==> src/hdl/apos_pkg.sv <==
// Shared types and constants for the ADC polling over-current sequencer.
// Used by apos_cfg_regs, apos_event_plan, apos_emitter and the top level.
// No dependencies.
package apos_pkg;

  localparam int NUM_CHANNELS_DEF = 4;
  localparam int CHAN_MAX_W       = 3;

  // bytes expected from every converter read
  localparam logic [4:0] READ_BYTES = 5'd2;

  // controller TX FIFO word flags
  localparam logic [9:0] W_START = 10'h100;
  localparam logic [9:0] W_STOP  = 10'h200;

  // configuration reset values
  localparam logic [11:0] THRESHOLD_RST  = 12'd1500;
  localparam logic [6:0]  BUS_ADDR_RST   = 7'd72;
  localparam logic [7:0]  CONF_PTR_RST   = 8'd1;
  localparam logic [7:0]  CONV_PTR_RST   = 8'd0;
  localparam logic [7:0]  CONF_HIGH_RST  = 8'd193;
  localparam logic [7:0]  CONF_LOW_RST   = 8'd131;
  localparam logic [7:0]  READY_MASK_RST = 8'd128;

  typedef enum logic [2:0] {
    ACT_BEGIN     = 3'd0,
    ACT_TX        = 3'd1,
    ACT_POWER_OFF = 3'd2,
    ACT_REINIT    = 3'd3,
    ACT_ACK       = 3'd4
  } action_t;

  typedef enum logic [2:0] {
    PH_CONF_WRITE  = 3'd0,
    PH_POLL_REQ    = 3'd1,
    PH_POLL_CHECK  = 3'd2,
    PH_RESULT_REQ  = 3'd3,
    PH_RESULT_TAKE = 3'd4
  } phase_t;

  // command burst that forms the body of an event
  typedef enum logic [1:0] {
    BODY_CONF = 2'd0,
    BODY_POLL = 2'd1,
    BODY_READ = 2'd2
  } body_t;

  typedef enum logic [2:0] {
    REG_THRESHOLD  = 3'd0,
    REG_BUS_ADDR   = 3'd1,
    REG_CONF_PTR   = 3'd2,
    REG_CONV_PTR   = 3'd3,
    REG_CONF_HIGH  = 3'd4,
    REG_CONF_LOW   = 3'd5,
    REG_READY_MASK = 3'd6
  } reg_idx_t;

  typedef struct packed {
    logic [11:0] threshold;
    logic [6:0]  bus_addr;
    logic [7:0]  conf_ptr;
    logic [7:0]  conv_ptr;
    logic [7:0]  conf_high;
    logic [7:0]  conf_low;
    logic [7:0]  ready_mask;
  } cfg_t;

  // one event's result list: optional head item, a command burst, then the ack
  typedef struct packed {
    logic                  head_vld;
    action_t               head_act;
    logic [CHAN_MAX_W-1:0] head_chan;
    logic [11:0]           head_reading;
    body_t                 body;
    logic [CHAN_MAX_W-1:0] body_chan;
    logic [11:0]           body_reading;
  } plan_t;

endpackage

==> src/hdl/apos_cfg_regs.sv <==
// APB-style configuration registers of the over-current sequencer.
// Depends on apos_pkg (cfg_t, reg_idx_t, reset values).
module apos_cfg_regs (
  input  logic             clk,
  input  logic             rst,
  input  logic             psel,
  input  logic             penable,
  input  logic             pwrite,
  input  logic [4:0]       paddr,
  input  logic [31:0]      pwdata,
  output logic [31:0]      prdata,
  output logic             pready,
  output apos_pkg::cfg_t   cfg
);

  logic               wr_en;
  apos_pkg::reg_idx_t idx;

  assign pready = 1'b1;
  assign wr_en  = psel & penable & pwrite & pready;
  assign idx    = apos_pkg::reg_idx_t'(paddr[4:2]);

  always_ff @(posedge clk) begin
    if (rst) begin
      cfg.threshold  <= apos_pkg::THRESHOLD_RST;
      cfg.bus_addr   <= apos_pkg::BUS_ADDR_RST;
      cfg.conf_ptr   <= apos_pkg::CONF_PTR_RST;
      cfg.conv_ptr   <= apos_pkg::CONV_PTR_RST;
      cfg.conf_high  <= apos_pkg::CONF_HIGH_RST;
      cfg.conf_low   <= apos_pkg::CONF_LOW_RST;
      cfg.ready_mask <= apos_pkg::READY_MASK_RST;
    end else if (wr_en) begin
      unique case (idx)
        apos_pkg::REG_THRESHOLD:  cfg.threshold  <= pwdata[11:0];
        apos_pkg::REG_BUS_ADDR:   cfg.bus_addr   <= pwdata[6:0];
        apos_pkg::REG_CONF_PTR:   cfg.conf_ptr   <= pwdata[7:0];
        apos_pkg::REG_CONV_PTR:   cfg.conv_ptr   <= pwdata[7:0];
        apos_pkg::REG_CONF_HIGH:  cfg.conf_high  <= pwdata[7:0];
        apos_pkg::REG_CONF_LOW:   cfg.conf_low   <= pwdata[7:0];
        apos_pkg::REG_READY_MASK: cfg.ready_mask <= pwdata[7:0];
        default: ;
      endcase
    end
  end

  always_comb begin
    unique case (idx)
      apos_pkg::REG_THRESHOLD:  prdata = {20'd0, cfg.threshold};
      apos_pkg::REG_BUS_ADDR:   prdata = {25'd0, cfg.bus_addr};
      apos_pkg::REG_CONF_PTR:   prdata = {24'd0, cfg.conf_ptr};
      apos_pkg::REG_CONV_PTR:   prdata = {24'd0, cfg.conv_ptr};
      apos_pkg::REG_CONF_HIGH:  prdata = {24'd0, cfg.conf_high};
      apos_pkg::REG_CONF_LOW:   prdata = {24'd0, cfg.conf_low};
      apos_pkg::REG_READY_MASK: prdata = {24'd0, cfg.ready_mask};
      default:                  prdata = 32'd0;
    endcase
  end

endmodule

==> src/hdl/apos_event_plan.sv <==
// Input register, phase state machine and per-channel reading store.
// Turns one interrupt event into a plan_t for the emitter.
// Depends on apos_pkg.
module apos_event_plan #(
  parameter int NUM_CHANNELS = apos_pkg::NUM_CHANNELS_DEF
) (
  input  logic                clk,
  input  logic                rst,
  input  logic                in_valid,
  output logic                in_ready,
  input  logic                tx_fifo_empty,
  input  logic [4:0]          rx_byte_count,
  input  logic [7:0]          rx_first_byte,
  input  logic [7:0]          rx_second_byte,
  input  logic                take,
  input  apos_pkg::cfg_t      cfg,
  output apos_pkg::plan_t     plan,
  output logic                plan_vld,
  output apos_pkg::phase_t    phase
);

  localparam int CHW = (NUM_CHANNELS > 1) ? $clog2(NUM_CHANNELS) : 1;
  localparam logic [CHW-1:0] LAST_CHAN = CHW'(NUM_CHANNELS - 1);

  logic                 hold;
  logic                 fifo_empty_q;
  logic [4:0]           cnt_q;
  logic [7:0]           b0_q;
  logic [7:0]           b1_q;

  apos_pkg::phase_t     phase_next;
  apos_pkg::phase_t     eff_phase;
  logic [CHW-1:0]       chan;
  logic [CHW-1:0]       chan_inc;
  logic [CHW-1:0]       rd_addr;
  logic [11:0]          store [NUM_CHANNELS];
  logic [11:0]          rd_data;

  logic                 count_ok;
  logic                 ready_hit;
  logic [11:0]          new_reading;
  logic                 advance;
  logic                 head_vld;
  apos_pkg::action_t    head_act;
  apos_pkg::body_t      body;

  // input register: refill as soon as the held item goes to the emitter
  assign in_ready = !hold || take;
  assign plan_vld = hold;

  always_ff @(posedge clk) begin
    if (rst) begin
      hold <= 1'b0;
    end else if (in_ready) begin
      hold <= in_valid;
    end
  end

  always_ff @(posedge clk) begin
    if (in_valid && in_ready) begin
      fifo_empty_q <= tx_fifo_empty;
      cnt_q        <= rx_byte_count;
      b0_q         <= rx_first_byte;
      b1_q         <= rx_second_byte;
    end
  end

  // state register, channel pointer and reading store
  always_ff @(posedge clk) begin
    if (rst) begin
      phase <= apos_pkg::PH_CONF_WRITE;
      chan  <= '0;
      for (int i = 0; i < NUM_CHANNELS; i++) begin
        store[i] <= '0;
      end
    end else if (take) begin
      phase <= phase_next;
      if (advance) begin
        store[chan] <= new_reading;
        chan        <= chan_inc;
      end
    end
  end

  // next phase and event shape
  always_comb begin
    count_ok    = cnt_q == apos_pkg::READ_BYTES;
    ready_hit   = |(b0_q & cfg.ready_mask);
    new_reading = {b0_q, b1_q[7:4]};
    eff_phase   = fifo_empty_q ? phase : apos_pkg::PH_CONF_WRITE;
    head_vld    = !fifo_empty_q;
    head_act    = apos_pkg::ACT_REINIT;
    body        = apos_pkg::BODY_CONF;
    advance     = 1'b0;
    phase_next  = apos_pkg::PH_POLL_REQ;
    unique case (eff_phase)
      apos_pkg::PH_POLL_REQ: begin
        body       = apos_pkg::BODY_POLL;
        phase_next = apos_pkg::PH_POLL_CHECK;
      end
      apos_pkg::PH_POLL_CHECK: begin
        if (!count_ok) begin
          head_vld = 1'b1;
        end else if (ready_hit) begin
          body       = apos_pkg::BODY_READ;
          phase_next = apos_pkg::PH_RESULT_TAKE;
        end else begin
          body       = apos_pkg::BODY_POLL;
          phase_next = apos_pkg::PH_POLL_CHECK;
        end
      end
      apos_pkg::PH_RESULT_REQ: begin
        body       = apos_pkg::BODY_READ;
        phase_next = apos_pkg::PH_RESULT_TAKE;
      end
      apos_pkg::PH_RESULT_TAKE: begin
        if (!count_ok) begin
          head_vld = 1'b1;
        end else begin
          advance  = 1'b1;
          head_vld = new_reading > cfg.threshold;
          head_act = apos_pkg::ACT_POWER_OFF;
        end
      end
      default: ;  // conversion write, and the unused codes act the same
    endcase
  end

  // one read port: after an advance only the next channel's reading is needed
  assign chan_inc = (chan == LAST_CHAN) ? '0 : chan + CHW'(1);
  assign rd_addr  = advance ? chan_inc : chan;
  assign rd_data  = store[rd_addr];

  always_comb begin
    plan.head_vld     = head_vld;
    plan.head_act     = head_act;
    plan.head_chan    = apos_pkg::CHAN_MAX_W'(chan);
    plan.head_reading = advance ? new_reading : rd_data;
    plan.body         = body;
    plan.body_chan    = apos_pkg::CHAN_MAX_W'(rd_addr);
    plan.body_reading = rd_data;
  end

endmodule

==> src/hdl/apos_emitter.sv <==
// Walks one event plan into the result register, one item per cycle unless stalled.
// Depends on apos_pkg (plan_t, cfg_t, action_t, body_t).
module apos_emitter (
  input  logic               clk,
  input  logic               rst,
  input  logic               take,
  input  apos_pkg::plan_t    plan,
  input  apos_pkg::cfg_t     cfg,
  output logic               can_take,
  output logic               m_tvalid,
  input  logic               m_tready,
  output apos_pkg::action_t  action,
  output logic [9:0]         tx_word,
  output logic [1:0]         channel_number,
  output logic [11:0]        channel_reading,
  output logic               last_of_run
);

  logic                                busy;
  logic [2:0]                          step;
  apos_pkg::plan_t                     pl;

  logic [2:0]                          body_len;
  logic [2:0]                          last_step;
  logic [2:0]                          bidx;
  logic                                adv;
  logic                                push;
  logic                                at_last;

  apos_pkg::action_t                   e_act;
  logic [9:0]                          e_word;
  logic [apos_pkg::CHAN_MAX_W-1:0]     e_chan;
  logic [11:0]                         e_rd;
  logic                                e_last;

  logic [9:0]                          addr_wr;
  logic [9:0]                          addr_rd;
  logic [9:0]                          read_len;
  logic [apos_pkg::CHAN_MAX_W-1:0]     mapped;

  assign body_len  = (pl.body == apos_pkg::BODY_POLL) ? 3'd3 : 3'd5;
  assign last_step = 3'(pl.head_vld) + body_len;
  assign bidx      = step - 3'(pl.head_vld);
  assign adv       = !m_tvalid || m_tready;
  assign push      = busy && adv;
  assign at_last   = step == last_step;
  assign can_take  = !busy || (push && at_last);

  assign addr_wr  = apos_pkg::W_START | {2'b00, cfg.bus_addr, 1'b0};
  assign addr_rd  = apos_pkg::W_START | {2'b00, cfg.bus_addr, 1'b1};
  assign read_len = apos_pkg::W_STOP | 10'(apos_pkg::READ_BYTES);
  assign mapped   = pl.body_chan ^ apos_pkg::CHAN_MAX_W'(1);

  always_comb begin
    e_act  = apos_pkg::ACT_BEGIN;
    e_word = '0;
    e_chan = pl.body_chan;
    e_rd   = pl.body_reading;
    e_last = 1'b0;
    if (pl.head_vld && step == 3'd0) begin
      e_act  = pl.head_act;
      e_chan = pl.head_chan;
      e_rd   = pl.head_reading;
    end else if (at_last) begin
      e_act  = apos_pkg::ACT_ACK;
      e_last = 1'b1;
    end else if (bidx != 3'd0) begin
      e_act = apos_pkg::ACT_TX;
      case (pl.body)
        apos_pkg::BODY_CONF: begin
          case (bidx)
            3'd1:    e_word = addr_wr;
            3'd2:    e_word = {2'b00, cfg.conf_ptr};
            3'd3:    e_word = {2'b00, cfg.conf_high | {1'b0, mapped, 4'b0000}};
            default: e_word = apos_pkg::W_STOP | {2'b00, cfg.conf_low};
          endcase
        end
        apos_pkg::BODY_POLL: begin
          case (bidx)
            3'd1:    e_word = addr_rd;
            default: e_word = read_len;
          endcase
        end
        apos_pkg::BODY_READ: begin
          case (bidx)
            3'd1:    e_word = addr_wr;
            3'd2:    e_word = {2'b00, cfg.conv_ptr};
            3'd3:    e_word = addr_rd;
            default: e_word = read_len;
          endcase
        end
        default: e_word = '0;
      endcase
    end
  end

  always_ff @(posedge clk) begin
    if (rst) begin
      busy     <= 1'b0;
      step     <= '0;
      m_tvalid <= 1'b0;
    end else begin
      if (take) begin
        busy <= 1'b1;
        step <= '0;
      end else if (push) begin
        busy <= !at_last;
        step <= step + 3'd1;
      end
      if (push) begin
        m_tvalid <= 1'b1;
      end else if (m_tready) begin
        m_tvalid <= 1'b0;
      end
    end
  end

  always_ff @(posedge clk) begin
    if (take) begin
      pl <= plan;
    end
    if (push) begin
      action          <= e_act;
      tx_word         <= e_word;
      channel_number  <= e_chan[1:0];
      channel_reading <= e_rd;
      last_of_run     <= e_last;
    end
  end

endmodule

==> src/hdl/adc_poll_overcurrent_sequencer_top.sv <==
// Top level of the ADC polling over-current sequencer.
// Instantiates apos_cfg_regs, apos_event_plan and apos_emitter; uses apos_pkg.
//
//   channel   | direction | carries
//   ----------+-----------+--------------------------------------------------
//   s_*       | in        | one controller interrupt event per item
//   m_*       | out       | begin / tx word / power-off / reinit / ack items
//   apb       | in/out    | seven configuration registers at 4*index
//
// Each event yields four to seven result items, one per cycle through the single
// result register unless m_tready stalls it. The input
// register takes the next event while the current one drains; the next plan loads
// in the cycle the previous ack enters the result register. A stalled m_tready
// holds the result register and backs up into s_tready. Synchronous rst returns
// the converter phase to the conversion write, the channel to zero, all stored
// readings to zero and the registers to their defaults; no clearing pass.
module adc_poll_overcurrent_sequencer_top #(
  parameter int NUM_CHANNELS = apos_pkg::NUM_CHANNELS_DEF
) (
  input  logic        clk,
  input  logic        rst,
  // stream in
  input  logic        s_tvalid,
  output logic        s_tready,
  input  logic [23:0] s_tdata,   // tx_fifo_empty, rx_byte_count[4:0],
                                 // rx_first_byte[7:0], rx_second_byte[7:0], 2'b0
  // stream out
  output logic        m_tvalid,
  input  logic        m_tready,
  output logic [23:0] m_tdata,   // tx_word[9:0], channel_number[1:0],
                                 // channel_reading[11:0]
  output logic [2:0]  m_tuser,   // action[2:0]
  output logic        m_tlast,   // last_of_run
  // configuration
  input  logic        psel,
  input  logic        penable,
  input  logic        pwrite,
  input  logic [4:0]  paddr,
  input  logic [31:0] pwdata,
  output logic [31:0] prdata,
  output logic        pready
);

  apos_pkg::cfg_t     cfg;
  apos_pkg::plan_t    plan;
  apos_pkg::phase_t   phase;
  apos_pkg::action_t  action;
  logic               plan_vld;
  logic               can_take;
  logic               take;
  logic [9:0]         tx_word;
  logic [1:0]         channel_number;
  logic [11:0]        channel_reading;

  // hand the held event to the emitter when it has room for a new plan
  assign take = plan_vld & can_take;

  apos_cfg_regs u_cfg (
    .clk     (clk),
    .rst     (rst),
    .psel    (psel),
    .penable (penable),
    .pwrite  (pwrite),
    .paddr   (paddr),
    .pwdata  (pwdata),
    .prdata  (prdata),
    .pready  (pready),
    .cfg     (cfg)
  );

  apos_event_plan #(
    .NUM_CHANNELS (NUM_CHANNELS)
  ) u_plan (
    .clk            (clk),
    .rst            (rst),
    .in_valid       (s_tvalid),
    .in_ready       (s_tready),
    .tx_fifo_empty  (s_tdata[0]),
    .rx_byte_count  (s_tdata[5:1]),
    .rx_first_byte  (s_tdata[13:6]),
    .rx_second_byte (s_tdata[21:14]),
    .take           (take),
    .cfg            (cfg),
    .plan           (plan),
    .plan_vld       (plan_vld),
    .phase          (phase)
  );

  apos_emitter u_emit (
    .clk             (clk),
    .rst             (rst),
    .take            (take),
    .plan            (plan),
    .cfg             (cfg),
    .can_take        (can_take),
    .m_tvalid        (m_tvalid),
    .m_tready        (m_tready),
    .action          (action),
    .tx_word         (tx_word),
    .channel_number  (channel_number),
    .channel_reading (channel_reading),
    .last_of_run     (m_tlast)
  );

  assign m_tuser = action;
  assign m_tdata = {channel_reading, channel_number, tx_word};

`ifndef SYNTH
  // the ack closes every run and nothing else does
  a_last_is_ack: assert property (@(posedge clk) disable iff (rst)
    m_tvalid |-> (m_tlast == (m_tuser == apos_pkg::ACT_ACK)))
    else $error("tlast does not match the acknowledge item");

  // only tx word items carry a FIFO word
  a_word_only_tx: assert property (@(posedge clk) disable iff (rst)
    (m_tvalid && (m_tuser != apos_pkg::ACT_TX)) |-> (m_tdata[9:0] == 10'd0))
    else $error("nonzero tx word on a non-tx item");

  // every event leaves the converter waiting on a poll or a read
  a_phase_after_event: assert property (@(posedge clk) disable iff (rst)
    take |=> (phase == apos_pkg::PH_POLL_REQ || phase == apos_pkg::PH_POLL_CHECK ||
              phase == apos_pkg::PH_RESULT_TAKE))
    else $error("phase left at a code no event ends in");
`endif

endmodule
==> config.mk <==
export PLATFORM = sky130hd
export DESIGN_NAME = adc_poll_overcurrent_sequencer_top
export DESIGN_NICKNAME = d
export VERILOG_FILES = /design/src/hdl/apos_pkg.sv /design/src/hdl/apos_cfg_regs.sv /design/src/hdl/apos_event_plan.sv /design/src/hdl/apos_emitter.sv /design/src/hdl/adc_poll_overcurrent_sequencer_top.sv
export SDC_FILE = /design/constraint.sdc
export NUM_CORES = 1
export LEC_CHECK = 0
export ABC_AREA = 1
export BUFFER_PORTS_ARGS = -buffer_cell sky130_fd_sc_hd__clkbuf_2
export CORE_AREA = 2 2 155 157
export CTS_CLUSTER_SIZE = 10
export DETAILED_ROUTE_END_ITERATION = 8
export DIE_AREA = 0 0 157 159
export PLACE_DENSITY = 0.63
export SLEW_MARGIN = 15
export SYNTH_ARGS = -nofsm -noshare
export SYNTH_HDL_FRONTEND = slang
export SYNTH_SLANG_ARGS = --single-unit
==> constraint.sdc <==
create_clock -name clk -period 3.05 [get_ports clk]
set_input_delay 0 -clock clk [delete_from_list [all_inputs] [get_ports clk]]
set_output_delay 0 -clock clk [all_outputs]
set_load 0.03 [all_outputs]
# Yosys cells after proc, flatten, opt, wreduce, memory -nomap -nowiden
# Memory sizes are Yosys's and may differ from the RTL's.
# Index checks and enable logic that the tools add are counted.
# word_totals
ramBits	48
memories	1
regBits	154
mem_bits_ro	0
latch_bits	0
word_cells	130
# mem_list
name	words	width	rd	rd_ports_with_merged_regs	wr	line	source
u_plan.store	4	12	1	0	4	apos_event_plan.sv:36	logic [11:0] store [NUM_CHANNELS];
# op_classes
n_shift	0
multipliers	0
bitwise_logic	7
magnitude_cmp	1
div	0
mux	41
eq_ne	18
addsub	4
n_reduce_logical	29
# op_table
cell	count
$pmux 10 s3	3
$pmux 12 s7	1
$mux 12	3
$eq 3x2->1 const B	6
$mux 1	18
$mux 3	6
$reduce_and 2->1	7
$eq 3x3->1 const B	4
$gt 12x12->1	1
$mux 2	6
$reduce_or 12->1	1
$mux 10	1
$eq 3x1->1 const B	3
$pmux 3 s3	1
$and 8x8->8	1
$or 8x6->8	1
$reduce_or 8->1	1
$logic_not 3->1	2
$pmux 2 s3	1
$eq 5x2->1 const B	1
$logic_not 1->1	5
$eq 2x2->1 const B	2
$logic_and 1x1->1	4
$reduce_bool 2->1	2
other kinds (14)	19

# Longest topological paths before layout
# logic_depth
ltp_word	12
mapped_depth	14

# Hierarchy
# From an unflattened synthesis, not the netlist that was laid out.
# unflattened
hier_cells	1193
area_unflattened_um2	10047.1
# by_module_without_submodules
module	instances	cells_per_inst	area_each_um2	seq_area_each_um2
apos_event_plan	1	414	3872.5	2102.0
apos_cfg_regs	1	486	3116.7	1181.1
apos_emitter	1	291	3050.4	1991.9
adc_poll_overcurrent_sequencer_top	1	2	7.5	0.0

# Least setup slack after synthesis
# No wires, ideal clock.
# synth_path
path_kind	reg2reg
from	register u_emit.m_tvalid
to	memory u_plan.store[3][0], enable pin
path_buffers	0
slack_ns	0.157
setup_ns	0.400
required_time_ns	2.650
period_less_slack_ns	2.893
path_stages_with_launch	6
t_arrival_ns	2.493
path_cell_list	dfxtp_1 > a21oi_4 > nand3_1 > nand2_1 > nand3_2 > o31ai_1
# synth_lines
item	line	source
start: declaration	apos_emitter.sv:10	output logic m_tvalid,
start signal: assignment	apos_emitter.sv:101	m_tvalid <= 1'b0;
start signal: assignment	apos_emitter.sv:111	m_tvalid <= 1'b1;
start signal: assignment	apos_emitter.sv:113	m_tvalid <= 1'b0;
end: declaration	apos_event_plan.sv:36	

==> results.md <==
- **Arrival @ worst endpoint** 2.79 ns
- **instance count of the mapped netlist** 1021
- **setup skew after layout** 0.009291 ns
- **clock-pin slew of the registers on the worst-case setup and hold paths** 0.08 ns
- **number of fill cells in the layout** 2239
- **detailed-route wire length per cell** 16.13 µm
- **area growth from synthesis to final layout** 16.88%
- **slowest cell on the critical path** sky130_fd_sc_hd__edfxtp_1
- **maximum number of pins on one net before global-route repair** 48
- **Die H** 159 µm
- **most frequent CP cell** sky130_fd_sc_hd__nand2_1
- **setup repair after global routing missed its margin** false
- **run status** completed
- **area of all placed cells without fillers** 0.01071 mm²
- **maximum operating frequency** 368.0 MHz
- **GR Overflow Total** 0
- **post-CTS setup buffer count** 0
- **MaxCap Viol Count** 0
- **distinct cell type count after synthesis** 38
- **critical path required time** 3.13 ns
- **ports placed on the boundary** 131
- **Die Width** 157 µm
- **Register Area** 0.005155 mm²
- **synthesized flop and latch total** 195
- **Worst Path Class, Setup** reg2reg
- **worst hold path class** in2reg
- **peak supply drop** 0.3972 mV
- **root buf cell** sky130_fd_sc_hd__clkbuf_16
- **antenna violations before repair** 0
- **max-slew violation count** 0
- **total wire length** 23590 µm
- **Netlist Area Pre-Place** 0.009164 mm²
- **number of search-and-repair iterations in the first detailed-routing pass** 5
- **Max stage delay on crit path** 0.39 ns
- **Antenna Diode Count** 0
- **final setup fails** 0
- **area occupied by multi-input gates** 0.003356 mm²
- **most common library cell in the layout ignoring fill and taps** sky130_fd_sc_hd__nand2_1
- **final-layout worst hold slack** 0.09596 ns
- **quantity of I/O buffers inserted on ports** 81
- **kind of end point of the critical path** flop
- **transition time at the pin with the least slew margin** 0.8768 ns
- **time the final worst path needs with I/O delays and setup** 2.717 ns
- **power density cells** 543.8 mW/mm²
- **Routability Congestion** 0.8976
- **Seq/Total Area, Yosys** 56.25%
- **leakage power summed over all cells** 4.483 nW
- **Mean Syn Cell Area** 8.975 µm²
- **area of the die** 0.02496 mm²
- **cell-by-cell trace of the critical path** inv_1 -> nand2_1 -> inv_1 -> ha_1 -> nand2_1 -> nand2_1 -> nor2_1 -> nand3_1 -> nand2_1 -> nand3_2 -> nor2_4 -> nand3_2 -> nand2_1
- **final critical-path share of the clock period** 89.09%
- **Via density** 4.992
- **Critical Path Source Type** flop
- **number of rows in the core area** 56
- **cts repair resizes** 0
- **sum of negative setup slack** 0 ns
- **Worst Setup Slack post-DPL** 0.3263 ns
- **later-pin clock latency in the skew report** 0.44 ns
- **Core Region** 0.02319 mm²
- **number of buffers inserted by hold repair at cts** 32
- **Buf+Inv Stages, Crit Path** 2
- **sink count of the clock tree** 195
- **post-layout worst setup margin** 0.3328 ns
- **remaining number of nets flagged by the antenna check after routing** 0
- **CTS buffer count** 17
- **Max Buffers Root-to-Sink** 2
- **overall routing resource usage** 19.56%
- **most frequent cells in the layout** sky130_fd_sc_hd__nand2_1 (184), sky130_fd_sc_hd__edfxtp_1 (125), sky130_fd_sc_hd__nor2_1 (114), sky130_fd_sc_hd__nand3_1 (105), sky130_fd_sc_hd__inv_1 (97)
- **Residual DRC** 0
- **DP Area** 0.009827 mm²
- **count of yosys warnings during synthesis** 0
- **layout cell share with drive strength beyond 1** 13.37%
- **HPWL after DPL** 16980 µm
- **clock tree from TritonCTS** yes
- **routed via count** 7304
- **number of global-route vias before repair** 6795
- **Relative slew margins** 41.29%
- **number of levels in the clock H-tree** 4
- **Hold Fails Final Rpt** 0
- **initial cell density of the core** 39.51%
- **Layout Nets** 1217
- **largest fanout on the critical path** 12
- **kind of cell with the highest combined delay on the critical path** simple AND/OR/NAND/NOR gates
- **number of DRC markers in iteration 0** 684
- **first-pass GRT wire length** 37650 µm
==> stage by stage <==
| step | instances | utilization, % | power (W) |
|---|---|---|---|
| after global routing | 1463 | 46.18 | 0.006042 |
| final | 1463 | 46.18 | 0.005824 |
| after global placement | 1399 | 42.37 | 0.003674 |
| after floorplan | 1040 | - | 0.003490 |
| after detailed placement | 1399 | 42.37 | 0.003684 |
| after CTS | 1463 | 46.18 | 0.005857 |
==> final timing paths <==
kind	start	endpoint	slack, ns	cells past startpoint
setup / recovery	u_emit.pl[16]$_DFFE_PP_	u_plan.store[2][5]$_SDFFCE_PN0P_	0.33	13
hold / removal	rst	u_emit.m_tvalid$_SDFFE_PP0P_	0.1	2
setup reg to reg	u_emit.pl[16]$_DFFE_PP_	u_plan.store[2][5]$_SDFFCE_PN0P_	0.33	13
hold reg to reg	u_cfg.cfg[56]$_SDFFE_PP0P_	u_cfg.cfg[56]$_SDFFE_PP0P_	0.49	2
==> power by group <==
part | internal [W] | switching [W]
combinational | 0.000197 | 0.000472
clock | 0.00109 | 0.00107
sequential | 0.00293 | 0.0000593
total | 0.00422 | 0.00161
==> registers in the layout, summed over array words and instances, names as in the netlist <==
register / count
u_emit.busy: 1
u_plan.b0_q: 8
u_cfg.cfg: 59
u_plan.phase: 3
u_emit.step: 3
u_emit.m_tvalid: 1
u_plan.cnt_q: 5
u_plan.fifo_empty_q: 1
u_plan.plan_vld: 1
u_plan.b1_q: 4
u_emit.pl: 31
u_plan.chan: 2
u_plan.store: 48
u_emit.channel_reading: 12
u_emit.channel_number: 2
u_emit.tx_word: 10
u_emit.action: 3
u_emit.mapped: 1
==> routing by layer <==
layer / vias to the layer above / global-route usage [%] / wire (µm)
met4: 0 / 5.838 / 385
met3: 25 / 3.783 / 2030
li1: 3630 / - / -
met1: 3351 / 29.22 / 11050
met2: 298 / 28.73 / 10130
met5: - / 0 / 0
==> cells in the mapped netlist, drive strengths merged <==
cell	instances	area share, %
a221oi	7	0.67
inv	103	4.2
clkinv	2	0.082
ha	18	2.5
o22ai	7	0.48
a21boi	1	0.082
clkbuf	18	0.74
nor3	14	1.4
o21ai	95	5.2
o2111ai	1	0.096
edfxtp	125	41
nand4	3	0.20
buf	37	2.9
conb	2	0.082
nor2	119	5.2
xor2	1	0.096
o221ai	1	0.096
nand3	108	6.1
o21a	1	0.082
o211ai	2	0.16
dfxtp	70	15
and2	13	0.89
o31ai	1	0.082
a21oi	85	4.8
nand2	187	7.8
==> final cells by class <==
class                      instances  share of cell area, %
inverter                         105                  3.680
tap                              319                  3.727
sequential                       195                  48.13
timing repair buffer             127                  7.874
clock inverter                    14                  1.250
multi-input combinational        685                  31.33
clock buffer                      18                  4.007
==> logic make-up after synthesis <==
family | count (synthesis) | synth area share, %
AND/OR/NAND/NOR | 444 | 21.50
buffers and inverters | 160 | 7.905
flip-flops | 195 | 56.25
AO/OA/AOI/OAI | 201 | 11.70
other | 2 | 0.08195
adder cells (fa/ha/maj) | 18 | 2.458
XOR/XNOR | 1 | 0.09559
Note: power is estimated with default switching activity, not from simulation.
